`config.mk`:
```
export PLATFORM = sky130hd
export DESIGN_NAME = xor_framed_bus_receiver
export DESIGN_NICKNAME = d
export VERILOG_FILES = /design/src/rtl/core/xfbr_pkg.sv /design/src/rtl/core/xor_framed_bus_receiver.sv
export SDC_FILE = /design/constraint.sdc
export NUM_CORES = 1
export LEC_CHECK = 0
export BUFFER_PORTS_ARGS = -buffer_cell sky130_fd_sc_hd__buf_4
export CELL_PAD_IN_SITES_DETAIL_PLACEMENT = 0
export CELL_PAD_IN_SITES_GLOBAL_PLACEMENT = 2
export CORE_MARGIN = 2
export CORE_UTILIZATION = 36
export CTS_CLUSTER_DIAMETER = 100
export DETAILED_ROUTE_END_ITERATION = 16
export PLACE_DENSITY = 0.87
export SYNTH_ARGS = -nofsm -noshare
export SYNTH_HDL_FRONTEND = slang
export SYNTH_SLANG_ARGS = --single-unit
```
`constraint.sdc`:
```
create_clock -name clk -period 4.02 [get_ports clk]
set_input_delay 0.804 -clock clk [delete_from_list [all_inputs] [get_ports clk]]
set_output_delay 0.804 -clock clk [all_outputs]
set_load 0.005 [all_outputs]
```
`src/rtl/core/xfbr_pkg.sv`:
```
// Package for the XOR-framed bus receiver: protocol byte codes, event codes,
// register indexes and default sizes. No dependencies.
`timescale 1ns / 1ps

package xfbr_pkg;

  // Default frame size limit in bytes, start byte included.
  localparam int MAX_FRAME_DEF = 128;

  // Protocol bytes.
  localparam logic [7:0] START_BYTE   = 8'h5C;
  localparam logic [7:0] ALT_SUM      = 8'hC5;
  localparam logic [7:0] READ_CMD     = 8'h69;
  localparam logic [7:0] WRITE_CMD    = 8'h6B;
  localparam logic [7:0] TOKEN_ADDR   = 8'h20;
  localparam logic [7:0] TOKEN_SECOND = 8'h00;
  localparam logic [7:0] TOKEN_LEN    = 8'h00;

  // Frame layout: positions of the header fields and the header size.
  localparam int POS_SECOND = 1;
  localparam int POS_ADDR   = 2;
  localparam int POS_CMD    = 3;
  localparam int POS_LEN    = 4;
  localparam int HDR_BYTES  = 5;

  // Event codes reported with each result transaction.
  typedef enum logic [2:0] {
    EV_NONE  = 3'd0,
    EV_DROP  = 3'd1,
    EV_CRC   = 3'd2,
    EV_MSG   = 3'd3,
    EV_READ  = 3'd4,
    EV_WRITE = 3'd5
  } ev_t;

  // Configuration register indexes.
  typedef enum logic [2:0] {
    REG_ACK_EN    = 3'd0,
    REG_ACK_U1    = 3'd1,
    REG_ACK_U2    = 3'd2,
    REG_ACK_U3    = 3'd3,
    REG_U1_ADDR   = 3'd4,
    REG_U2_ADDR   = 3'd5,
    REG_U3_ADDR   = 3'd6
  } reg_idx_t;

  // Register reset values.
  localparam logic       ACK_EN_RST  = 1'b1;
  localparam logic       ACK_U1_RST  = 1'b1;
  localparam logic       ACK_U2_RST  = 1'b0;
  localparam logic       ACK_U3_RST  = 1'b0;
  localparam logic [7:0] U1_ADDR_RST = 8'd32;
  localparam logic [7:0] U2_ADDR_RST = 8'd25;
  localparam logic [7:0] U3_ADDR_RST = 8'd22;

endpackage

```
`src/rtl/core/xor_framed_bus_receiver.sv`:
```
// A result is loaded into the output register by the edge that accepts its input transaction.
// One byte per cycle while in_stall is low; the frame state advances with each byte.
// The input stalls only while a finished result waits in the output register and the
// output is stalled. Reset (rst_n low, synchronous) returns to hunting for the start byte,
// empties the output register and loads the register defaults.
// Depends on xfbr_pkg.
`timescale 1ns / 1ps

module xor_framed_bus_receiver #(
  parameter int MAX_FRAME = xfbr_pkg::MAX_FRAME_DEF
) (
  input  logic       clk,
  input  logic       rst_n,
  // Configuration write port
  input  logic       cfg_we,
  input  logic [2:0] cfg_index,
  input  logic [7:0] cfg_data,
  // Input channel
  input  logic       in_valid,
  output logic       in_stall,
  input  logic [7:0] in_rx_byte,
  // Result channel
  output logic       out_valid,
  input  logic       out_stall,
  output logic [7:0] out_data_byte,
  output logic       out_in_frame,
  output logic [6:0] out_byte_position,
  output logic [2:0] out_event_res,
  output logic       out_send_ack,
  output logic       out_send_nak,
  output logic       out_ack_allowed,
  output logic [7:0] out_frame_length,
  output logic [7:0] out_frame_address
);

  // Byte counter holds up to MAX_FRAME; compares run wide enough for length + header.
  localparam int CW   = $clog2(MAX_FRAME + 1);
  localparam int CMPW = (CW > 9) ? CW : 9;

  // Configuration registers.
  logic       ack_en_r, ack_u1_r, ack_u2_r, ack_u3_r;
  logic [7:0] u1_addr_r, u2_addr_r, u3_addr_r;

  always_ff @(posedge clk) begin
    if (!rst_n) begin
      ack_en_r  <= xfbr_pkg::ACK_EN_RST;
      ack_u1_r  <= xfbr_pkg::ACK_U1_RST;
      ack_u2_r  <= xfbr_pkg::ACK_U2_RST;
      ack_u3_r  <= xfbr_pkg::ACK_U3_RST;
      u1_addr_r <= xfbr_pkg::U1_ADDR_RST;
      u2_addr_r <= xfbr_pkg::U2_ADDR_RST;
      u3_addr_r <= xfbr_pkg::U3_ADDR_RST;
    end else if (cfg_we) begin
      unique case (cfg_index)
        xfbr_pkg::REG_ACK_EN:  ack_en_r  <= cfg_data[0];
        xfbr_pkg::REG_ACK_U1:  ack_u1_r  <= cfg_data[0];
        xfbr_pkg::REG_ACK_U2:  ack_u2_r  <= cfg_data[0];
        xfbr_pkg::REG_ACK_U3:  ack_u3_r  <= cfg_data[0];
        xfbr_pkg::REG_U1_ADDR: u1_addr_r <= cfg_data;
        xfbr_pkg::REG_U2_ADDR: u2_addr_r <= cfg_data;
        xfbr_pkg::REG_U3_ADDR: u3_addr_r <= cfg_data;
        default: ;
      endcase
    end
  end

  // Handshake: the output register is free when empty or being drained.
  logic out_valid_r;
  logic in_accept;

  assign in_stall  = out_valid_r && out_stall;
  assign in_accept = in_valid && !in_stall;
  assign out_valid = out_valid_r;

  // Frame state.
  logic          phase_r, phase_nxt;
  logic [CW-1:0] count_r, count_nxt;
  logic [7:0]    xor_r, xor_nxt;
  logic [7:0]    second_r, second_nxt;
  logic [7:0]    addr_r, addr_nxt;
  logic [7:0]    cmd_r, cmd_nxt;
  logic [7:0]    plen_r, plen_nxt;

  // Result fields computed for the byte being accepted.
  logic          res_stored;
  logic [6:0]    res_pos;
  xfbr_pkg::ev_t res_ev;
  logic          res_ack, res_nak, res_allowed;
  logic [7:0]    res_len, res_addr;

  logic [CMPW-1:0] count_ext;
  logic [CMPW-1:0] end_pos;
  logic            at_end;
  logic            qualifies;
  logic            sum_ok;
  logic            is_token;

  // Address match against the units that are enabled for replies.
  assign qualifies = ack_en_r && ((addr_r == u1_addr_r && ack_u1_r) ||
                                  (addr_r == u2_addr_r && ack_u2_r) ||
                                  (addr_r == u3_addr_r && ack_u3_r));

  assign count_ext = CMPW'(count_r);
  assign end_pos   = CMPW'(plen_r) + CMPW'(xfbr_pkg::HDR_BYTES);
  assign at_end    = (count_ext >= CMPW'(xfbr_pkg::HDR_BYTES)) && (count_ext == end_pos);
  assign sum_ok    = (xor_r == in_rx_byte) ||
                     (xor_r == xfbr_pkg::START_BYTE && in_rx_byte == xfbr_pkg::ALT_SUM);
  assign is_token  = (second_r == xfbr_pkg::TOKEN_SECOND) &&
                     (addr_r == xfbr_pkg::TOKEN_ADDR) &&
                     (plen_r == xfbr_pkg::TOKEN_LEN) &&
                     (cmd_r == xfbr_pkg::READ_CMD || cmd_r == xfbr_pkg::WRITE_CMD);

  // Next frame state and the result for one byte.
  always_comb begin
    phase_nxt   = phase_r;
    count_nxt   = count_r;
    xor_nxt     = xor_r;
    second_nxt  = second_r;
    addr_nxt    = addr_r;
    cmd_nxt     = cmd_r;
    plen_nxt    = plen_r;
    res_stored  = 1'b0;
    res_pos     = '0;
    res_ev      = xfbr_pkg::EV_NONE;
    res_ack     = 1'b0;
    res_nak     = 1'b0;
    res_allowed = 1'b0;
    res_len     = '0;
    res_addr    = '0;

    if (!phase_r) begin
      // Hunting: only the start byte opens a frame.
      if (in_rx_byte == xfbr_pkg::START_BYTE) begin
        phase_nxt  = 1'b1;
        count_nxt  = CW'(1);
        xor_nxt    = '0;
        res_stored = 1'b1;
      end
    end else if (count_ext >= CMPW'(MAX_FRAME)) begin
      // Frame grew past the limit: drop it without looking at this byte.
      phase_nxt = 1'b0;
      res_ev    = xfbr_pkg::EV_DROP;
    end else begin
      count_nxt  = count_r + CW'(1);
      res_stored = 1'b1;
      res_pos    = count_ext[6:0];
      if (at_end) begin
        // Check byte: close the frame and classify it.
        phase_nxt   = 1'b0;
        res_addr    = addr_r;
        res_allowed = qualifies;
        if (!sum_ok) begin
          res_ev  = xfbr_pkg::EV_CRC;
          res_nak = qualifies;
        end else begin
          res_len = count_ext[7:0] + 8'd1;
          if (is_token) begin
            res_ev = (cmd_r == xfbr_pkg::WRITE_CMD) ? xfbr_pkg::EV_WRITE : xfbr_pkg::EV_READ;
          end else begin
            res_ev  = xfbr_pkg::EV_MSG;
            res_ack = qualifies;
          end
        end
      end else begin
        // Body byte: fold into the check and capture header fields.
        xor_nxt = xor_r ^ in_rx_byte;
        if (count_ext == CMPW'(xfbr_pkg::POS_SECOND)) second_nxt = in_rx_byte;
        if (count_ext == CMPW'(xfbr_pkg::POS_ADDR))   addr_nxt   = in_rx_byte;
        if (count_ext == CMPW'(xfbr_pkg::POS_CMD))    cmd_nxt    = in_rx_byte;
        if (count_ext == CMPW'(xfbr_pkg::POS_LEN))    plen_nxt   = in_rx_byte;
      end
    end
  end

  // Frame state registers advance on each accepted transaction.
  always_ff @(posedge clk) begin
    if (!rst_n) begin
      phase_r  <= 1'b0;
      count_r  <= '0;
      xor_r    <= '0;
      second_r <= '0;
      addr_r   <= '0;
      cmd_r    <= '0;
      plen_r   <= '0;
    end else if (in_accept) begin
      phase_r  <= phase_nxt;
      count_r  <= count_nxt;
      xor_r    <= xor_nxt;
      second_r <= second_nxt;
      addr_r   <= addr_nxt;
      cmd_r    <= cmd_nxt;
      plen_r   <= plen_nxt;
    end
  end

  // Output register valid flag.
  always_ff @(posedge clk) begin
    if (!rst_n) begin
      out_valid_r <= 1'b0;
    end else if (in_accept) begin
      out_valid_r <= 1'b1;
    end else if (!out_stall) begin
      out_valid_r <= 1'b0;
    end
  end

  // Output payload register, loaded with each accepted transaction.
  always_ff @(posedge clk) begin
    if (in_accept) begin
      out_data_byte     <= in_rx_byte;
      out_in_frame      <= res_stored;
      out_byte_position <= res_pos;
      out_event_res     <= res_ev;
      out_send_ack      <= res_ack;
      out_send_nak      <= res_nak;
      out_ack_allowed   <= res_allowed;
      out_frame_length  <= res_len;
      out_frame_address <= res_addr;
    end
  end

endmodule

```
==> flow_metrics.tcl, run 1 <==
set metrics [dict create \
    finClkSkew_ps 7.66 \
    rows 45 \
    synth-xor-area-share_pct 6.91 \
    max_freq_ghz 0.343 \
    hp-start "cmd_r[3]$_SDFFE_PN0P_" \
    synth_edf_count 38 \
    tightestPinTransition_ps 872 \
    wl_per_cell_um 16.6 \
    mostFrequentLayoutCell "nand2_1" \
    syn-mean-instance-area_sq_um 9.25 \
    synth_compound_area_share_pct 10.8 \
    r2r-start "count_r[0]$_SDFFE_PN0P_" \
    yosys.area_share.simple_pct 25.9 \
    synth_mux_area_share_pct 2.33 \
    cts_tree "built" \
    outcome "finished clean" \
    fp.coreArea_sq_um 15100 \
    drtIter0Drc 254 \
    synth_area_sq_um 5580 \
    grt_use_total_pct 17.8 \
    setup_viol_count_final 0 \
    synthTopCellsByArea "dfxtp_1, edfxtp_1, nand2_1" \
    worstPathRequired_ps 4280 \
    overflow 0 \
    syn_nets 633 \
    vdd_drop_max_uv 320 \
    most-common-layout-cells "nand2_1, dfxtp_1, buf_4" \
    ctsHtreeMaxLevel 4 \
    initial_utilization_pct 36.8 \
    hold_viol 0 \
    worstSetupStartpoint "count_r[0]$_SDFFE_PN0P_" \
    io_buffer_count 63 \
    antenna_cells 0 \
    fp.dieW_um 128 \
    crit_fanout 10 \
    antenna_found_initial 0 \
    leakagePower_nw 2.47 \
    area.growth.synth_to_final_pct 19.6 \
    wl_um 14000 \
    grt_max_degree 75 \
    grt_pass1_vias 4229 \
    synthCells 603 \
    synth-adder-area-share_pct 1.35 \
    maxCapViolations 0 \
    fin_nets 674 \
    arrival_ps 3170 \
    cts.reportedPaths.clkPinSlew_ps 50 \
    end_kind "flip-flop" \
    fin_setup_tns_ps 0 \
    fin_crit_sh_pct 72.5 \
    root_buffer "clkbuf_16" \
    top_level_ports 64 \
    clk_latency_ps 410 \
    dieArea_sq_um 16500 \
    min_period_ps 2910 \
    cts_resized 0 \
    cts_inserted_buffers 17 \
    hp-class "reg -> reg" \
    layout-drive-gt1-share_pct 15.8 \
    dp.cells 813 \
    clock_sinks 116 \
    cts_hold_buf 0 \
    yosys.area.top_type "dfxtp_1" \
    die_h_um 128 \
    start_kind "flip-flop" \
    vias_per_cell 5.14 \
    final_cells 845 \
    synth_ff_type "dfxtp_1" \
    ys_ff_latch 116 \
    synth_top_area_share_pct 28.0 \
    rsz0062_at_grt "no" \
    synth_seq_area_share_pct 48.4 \
    num_vias 4343 \
    ys_types 54 \
    postCtsSetupBuffers 0 \
    synth_warnings 0 \
    criticalPathCategory "reg -> reg" \
    hpwl_um 9600 \
    powerDensity_nw_per_um2 422 \
    clockBufferDepth 2 \
    place.gp.congestion 0.806 \
    slew_headroom_pct 41.3 \
    synth_top_family_by_area "simple AND/OR/NAND/NOR gates" \
    fill_cells 1470 \
    postRouteAntennaNets 0 \
    timing.final.max_slew_violations 0 \
    async_flop_share_pct 0 \
    grt_pass1_wl_um 22500 \
    drc_errors 0 \
    dr.pass1.iters 7 \
]
==> routing by layer <==
metal	up-vias	global-route usage, %	share of wire [%]
met2	101	29.2	48
met3	18	3.91	5.6
met1	2055	23.2	45
met5	-	0	0
li1	2169	-	-
met4	0	6.39	1.4
==> cell type report <==
cell class	instances	area (sq um)	area share [%]
sequential	116	2700	40.5
multi-input combinational	435	2650	39.7
timing repair buffer	66	495	7.43
clock buffer	20	447	6.70
inverter	8	30.0	0.450
clock inverter	12	113	1.69
tap	188	235	3.53
==> cell usage after synthesis (all sizes together) (6+ instances only) <==
master / number
nand3: 40
a21boi: 41
dfxtp: 78
nor2b: 9
mux2i: 13
clkbuf: 32
nand4: 8
ha: 6
and2: 16
a21oi: 12
inv: 8
nor3: 13
xor2: 26
buf: 12
a31oi: 8
nor2: 25
nand2: 124
nand3b: 9
o21ai: 10
xnor2: 18
nor4: 9
and3: 6
edfxtp: 38
==> critical path, stage by stage, from the launching register on <==
cell      delay (ps)
dfxtp_1          470
ha_1             420
nand2b_1         160
a21oi_1           60
or3_1            320
a222oi_1         420
and3_1           460
nand2_4          180
nor3_2           250
==> cell families (layout without fill, tap and decap cells) <==
logic type / count (synthesis) / after routing
and+or+nand+nor: 286 / 286
muxes: 13 / 13
xor gates and xnor gates: 44 / 44
AOI/OAI and AO/OA: 86 / 86
buffers and inverters: 52 / 106
DFF: 116 / 116
adders and majority gates: 6 / 6
==> final timing paths <==
check                              endpoint  slack (ps)  cells after the start
max          out_event_res[2]$_SDFFCE_PP0P_        1110                      8
max reg2reg  out_event_res[2]$_SDFFCE_PP0P_        1110                      8
min                   cmd_r[3]$_SDFFE_PN0P_         460                      2
min reg2reg           cmd_r[3]$_SDFFE_PN0P_         460                      2
==> report_power, final <==
part | total, mW | leakage, nW | internal (mW) | switching (mW)
Sequential | 1.25 | 1.01 | 1.24 | 0.0109
Combinational | 0.139 | 1.19 | 0.0623 | 0.0771
Clock | 1.42 | 0.276 | 0.914 | 0.510
Total | 2.81 | 2.47 | 2.22 | 0.598
==> metrics by stage <==
stage               setup slack, ps  hold slack (ps)  area, sq um  total power, mW  util, %
floorplan                       742              435         5580             1.34        -
global placement               1170              451         6110             1.41     40.4
detailed placement             1120              457         6110             1.42     40.4
CTS                            1100              465         6670             2.84     44.0
global route                    855              487         6670             2.91     44.0
finish                         1110              461         6670             2.81     44.0
Power figures use the tool's default switching activity.
==> inputs of run 2 (changes only) <==
- clock period: 4.02 -> 2.8 ns (I/O delays scaled with it)
==> run 2 against run 1 <==
Effect of this change:
- worst hold slack worse by 100 ps
- clock skew up 4.1 ps
- sequential power up 43%
- non-clock buffer count up 11
- highest routed layer unchanged
- largest cell class unchanged
- final cell count up 1.3%
- critical path type unchanged
- via count up 2.9%
==> flow_metrics.tcl, run 2 (synthesized netlist as in run 1, its figures left out) <==
set metrics [dict create \
    crit_fanout 16 \
    power_mw 4.22 \
    hold_viol 0 \
    wl_um 14000 \
    cts_inserted_buffers 17 \
    fp.coreArea_sq_um 15100 \
    fp.dieW_um 128 \
    dr.pass1.iters 6 \
    combPwrFrac_pct 4.8 \
    cts_tree "built" \
    area.growth.synth_to_final_pct 21.9 \
    crit_chain "ha_1 > or4b_1 > a222oi_1 > a21bo_2 > nand4bb_1 > a31oi_1" \
    num_vias 4469 \
    overflow 0 \
    grt_pass1_wl_um 22600 \
    die_h_um 128 \
    fin_crit_sh_pct 94.5 \
    stdcell_area_sq_um 6800 \
    cp_slowest_cell "or4b_1" \
    cts.reportedPaths.clkPinSlew_ps 60 \
    rsz0062_at_grt "no" \
    mostFrequentLayoutCell "nand2_1" \
    timing.final.max_slew_violations 0 \
    dpl-instance-area_sq_um 6200 \
    hpwl_um 9580 \
    netSwitchingFraction_pct 22.5 \
    slowest_delay_ps 530 \
    maxCapViolations 0 \
    start_kind "flip-flop" \
    antenna_cells 0 \
    grt_use_total_pct 17.8 \
    fin_nets 685 \
    antenna_found_initial 0 \
    finClkSkew_ps 11.8 \
    dp.cells 824 \
    tightestPinTransition_ps 730 \
    ctsHtreeMaxLevel 4 \
    wl_per_cell_um 16.3 \
    postRouteAntennaNets 0 \
    cts_resized 0 \
    power.share.sequential_pct 42.5 \
    p_sw_mw 0.947 \
    drc_errors 0 \
    initial_utilization_pct 36.8 \
    rows 45 \
    dieArea_sq_um 16500 \
    clk_latency_ps 420 \
    cts_hold_buf 0 \
    criticalPathCategory "reg -> reg" \
    slew_headroom_pct 50.8 \
    drtIter0Drc 253 \
    arrival_ps 2920 \
    vdd_drop_max_uv 425 \
    grt_pass1_vias 4295 \
    top_level_ports 64 \
    leakagePower_nw 2.54 \
    end_kind "flip-flop" \
    io_buffer_count 63 \
    hp-class "in -> reg" \
    path_buf_inv 0 \
    vias_per_cell 5.22 \
    powerDensity_nw_per_um2 620 \
    most-common-layout-cells "nand2_1, dfxtp_1, buf_4" \
    fin_ws_ps 155 \
    min_period_ps 2640 \
    postCtsSetupBuffers 0 \
    place.gp.congestion 0.811 \
    final_cells 856 \
    critPathTopFamily "compound AO/OA/AOI/OAI gates" \
    place_ws_ps 237 \
    worstPathRequired_ps 3080 \
    grt_max_degree 51 \
    fin_setup_tns_ps 0 \
    clock_sinks 116 \
    layout-drive-gt1-share_pct 18.1 \
    setup_viol_count_final 0 \
    root_buffer "clkbuf_16" \
    max_freq_ghz 0.378 \
    p_int_mw 3.27 \
    clockBufferDepth 2 \
    clkPwrFrac_pct 52.7 \
    outcome "finished clean" \
]
==> run 2: changes by cell type in the layout (fill, tap and decap cells not counted) <==
| cell | previous run | this run |
|---|---|---|
| buf_4 | 66 | 77 |
| bufinv_16 | 2 | 3 |
| clkbuf_1 | 2 | 0 |
| clkbuf_8 | 1 | 0 |
| clkinv_1 | 3 | 0 |
| clkinv_2 | 5 | 3 |
| clkinv_4 | 1 | 2 |
| clkinvlp_4 | 1 | 5 |
| inv_1 | 8 | 7 |
| inv_6 | 0 | 3 |
==> run 2: power by group through the flow <==
| stage | Sequential, mW | Clock [mW] | Combinational (mW) |
|---|---|---|---|
| after floorplan | 1.83 | 0 | 0.0900 |
| after global placement | 1.83 | 0 | 0.201 |
| after detailed placement | 1.83 | 0 | 0.203 |
| after CTS | 1.79 | 2.26 | 0.204 |
| after global routing | 1.80 | 2.35 | 0.220 |
| final | 1.79 | 2.22 | 0.201 |
==> run 2: area by class of cell <==
cell class | count | area (sq um)
Sequential cell | 116 | 2700
Multi-Input combinational cell | 435 | 2650
Tap cell | 188 | 235
Inverter | 8 | 33.8
Timing Repair Buffer | 77 | 578
Fill cell | 1467 | 8340
Clock buffer | 17 | 425
Clock inverter | 15 | 179
==> run 2: path summary, 6_finish.rpt <==
path / cells after the start / start / slack (ps) / end
worst max-delay path: 6 / plen_r[1]$_SDFFE_PN0P_ / 160 / xor_r[3]$_SDFFE_PN0P_
worst min-delay path: 2 / in_valid / 360 / out_valid$_SDFFE_PN0P_
worst max register to register: 6 / plen_r[1]$_SDFFE_PN0P_ / 160 / xor_r[3]$_SDFFE_PN0P_
worst min register to register: 2 / cmd_r[0]$_SDFFE_PN0P_ / 460 / cmd_r[0]$_SDFFE_PN0P_
==> run 2: stage by stage <==
step / util [%] / hold slack, ps
3_3_place_gp: 40.9 / 451
2_1_floorplan: - / 435
6_report: 44.9 / 361
4_1_cts: 44.9 / 346
5_1_grt: 44.9 / 361
3_5_place_dp: 40.9 / 458
==> run 2: metal layers <==
layer | share of wire, % | wire length (um) | vias up | global-route usage (%)
met5 | 0 | 0 | - | 0
met1 | 48 | 6720 | 2115 | 24.2
met4 | 2.2 | 308 | 0 | 8.06
met3 | 4.9 | 681 | 25 | 4.16
li1 | - | - | 2189 | -
met2 | 45 | 6250 | 140 | 27.0
==> run 2: worst reg2reg max path, cell delays in order (launching register included) <==
cell and delay [ps]:
dfxtp_1 400, ha_1 300, or4b_1 530, a222oi_1 530, a21bo_2 440, nand4bb_1 210
a31oi_1 100
==> inputs of run 3 (changes only) <==
==> constraint.sdc (replaced) <==
create_clock -name clk -period 2.8 [get_ports clk]
set_input_delay 0.42 -clock clk [delete_from_list [all_inputs] [get_ports clk]]
set_output_delay 0.42 -clock clk [all_outputs]
set_load 0.005 [all_outputs]
==> run 3 against run 2 <==
Effect of this change:
- die area unchanged
- highest routed layer unchanged
- register-to-register slack better by 110 ps
- power up 0.79%
- via count down 2.0%
- final cell count down 0.23%
- cell area up 0.11%
- clock-buffer cell count up 8
- sequential share of layout area about the same
==> flow_metrics.tcl, run 3 (synthesized netlist as in run 1, its figures left out) <==
set metrics [dict create \
    num_vias 4380 \
    grt_pass1_vias 4176 \
    overflow 0 \
    r2r-start "plen_r[0]$_SDFFE_PN0P_" \
    fp.coreArea_sq_um 15100 \
    area.growth.synth_to_final_pct 22.1 \
    layout-drive-gt1-share_pct 17.6 \
    mostFrequentLayoutCell "nand2_1" \
    ctsHtreeMaxLevel 4 \
    rsz0062_at_grt "no" \
    cp.depth 6 \
    fin_crit_sh_pct 90.5 \
    cts.reportedPaths.clkPinSlew_ps 50 \
    criticalPathCategory "reg -> reg" \
    start_kind "flip-flop" \
    clock_sinks 116 \
    r2r_slack_ps 270 \
    dpl-instance-area_sq_um 6180 \
    grt_max_degree 49 \
    maxCapViolations 0 \
    postRouteAntennaNets 0 \
    holdPathStages 2 \
    slew_headroom_pct 50.1 \
    hold_viol 0 \
    end_kind "flip-flop" \
    die_h_um 128 \
    dieArea_sq_um 16500 \
    crit_fanout 16 \
    fin_setup_tns_ps 0 \
    drc_errors 0 \
    vdd_drop_max_uv 445 \
    wl_per_cell_um 16.3 \
    hpwl_um 9700 \
    min_period_ps 2530 \
    tightestPinTransition_ps 740 \
    finClkSkew_ps 6.53 \
    stdcell_area_sq_um 6810 \
    critPathTopFamily "compound AO/OA/AOI/OAI gates" \
    top_level_ports 64 \
    cts_hold_buf 0 \
    slowest_delay_ps 530 \
    grt_use_total_pct 17.6 \
    cts_inserted_buffers 17 \
    wl_um 13900 \
    cts_resized 0 \
    arrival_ps 2830 \
    fp.dieW_um 128 \
    cp_slowest_cell "or4b_1" \
    clockBufferDepth 2 \
    worstSetupStartpoint "plen_r[0]$_SDFFE_PN0P_" \
    powerDensity_nw_per_um2 624 \
    antenna_found_initial 0 \
    hp-class "in -> reg" \
    max_freq_ghz 0.395 \
    root_buffer "clkbuf_16" \
    fin_ws_ps 266 \
    holdPathEnd "out_valid$_SDFFE_PN0P_" \
    worstPathRequired_ps 3100 \
    setup_viol_count_final 0 \
    outcome "finished clean" \
    timing.final.max_slew_violations 0 \
    place.gp.congestion 0.836 \
    drtIter0Drc 268 \
    finalCoreUtilization_pct 45.0 \
    vias_per_cell 5.13 \
    leakagePower_nw 2.55 \
    fin_nets 683 \
    initial_utilization_pct 36.8 \
    dr.pass1.iters 5 \
    fill_cells 1438 \
    postCtsSetupBuffers 0 \
    place_ws_ps 275 \
    clk_latency_ps 410 \
    most-common-layout-cells "nand2_1, dfxtp_1, buf_4" \
    rows 45 \
    crit_chain "ha_1 > or4b_1 > a222oi_1 > a21bo_2 > mux2i_1 > a21boi_1" \
    reg2reg_depth 6 \
    io_buffer_count 63 \
    power_mw 4.25 \
    cts_tree "built" \
    antenna_cells 0 \
    grt_pass1_wl_um 22100 \
    r2r-end "xor_r[0]$_SDFFE_PN0P_" \
    path_buf_inv 0 \
    hp-start "in_valid" \
]
run 3: changes by cell type in the layout (fill, tap and decap cells not counted):
cell        change
clkinv_4        -2
inv_4           +1
clkbuf_1        +2
clkinvlp_4      -3
inv_6           -3
buf_4           -2
clkbuf_16       +2
bufinv_16       -1
clkbuf_8        +4
run 3: area by class of cell:
type	count	area [sq um]	area share (%)
Tap cell	188	235	3.45
Clock buffer	25	538	7.90
Multi-Input combinational cell	435	2650	38.9
Sequential cell	116	2700	39.7
Clock inverter	7	88.8	1.30
Timing Repair Buffer	75	563	8.27
Inverter	8	33.8	0.496
run 3: metal layers:
metal / GRT usage, % / vias to the layer above / wire length (um)
li1: - / 2182 / -
met1: 23.6 / 2068 / 6620
met2: 27.1 / 109 / 6310
met3: 4.91 / 21 / 724
met4: 6.97 / 0 / 284
met5: 0 / - / 0
run 3: power breakdown:
group,internal [mW],switching (mW),total (mW)
clock network,1.51,0.747,2.25
logic,0.0917,0.112,0.204
registers,1.78,0.0153,1.79
total,3.38,0.874,4.25
run 3: worst max-delay path by stage:
stage | to | slack (ps)
final | xor_r[0]$_SDFFE_PN0P_ | 270
after global placement | xor_r[0]$_SDFFE_PN0P_ | 330
after detailed placement | xor_r[0]$_SDFFE_PN0P_ | 270
after CTS | xor_r[0]$_SDFFE_PN0P_ | 250
after global routing | xor_r[0]$_SDFFE_PN0P_ | 50
after floorplan | xor_r[0]$_SDFFE_PN0P_ | 310
run 3: through the flow:
step,std cells,hold WS [ps]
3_3_place_gp,822,448
5_1_grt,854,226
6_report,854,230
2_1_floorplan,603,435
4_1_cts,854,215
3_5_place_dp,822,460
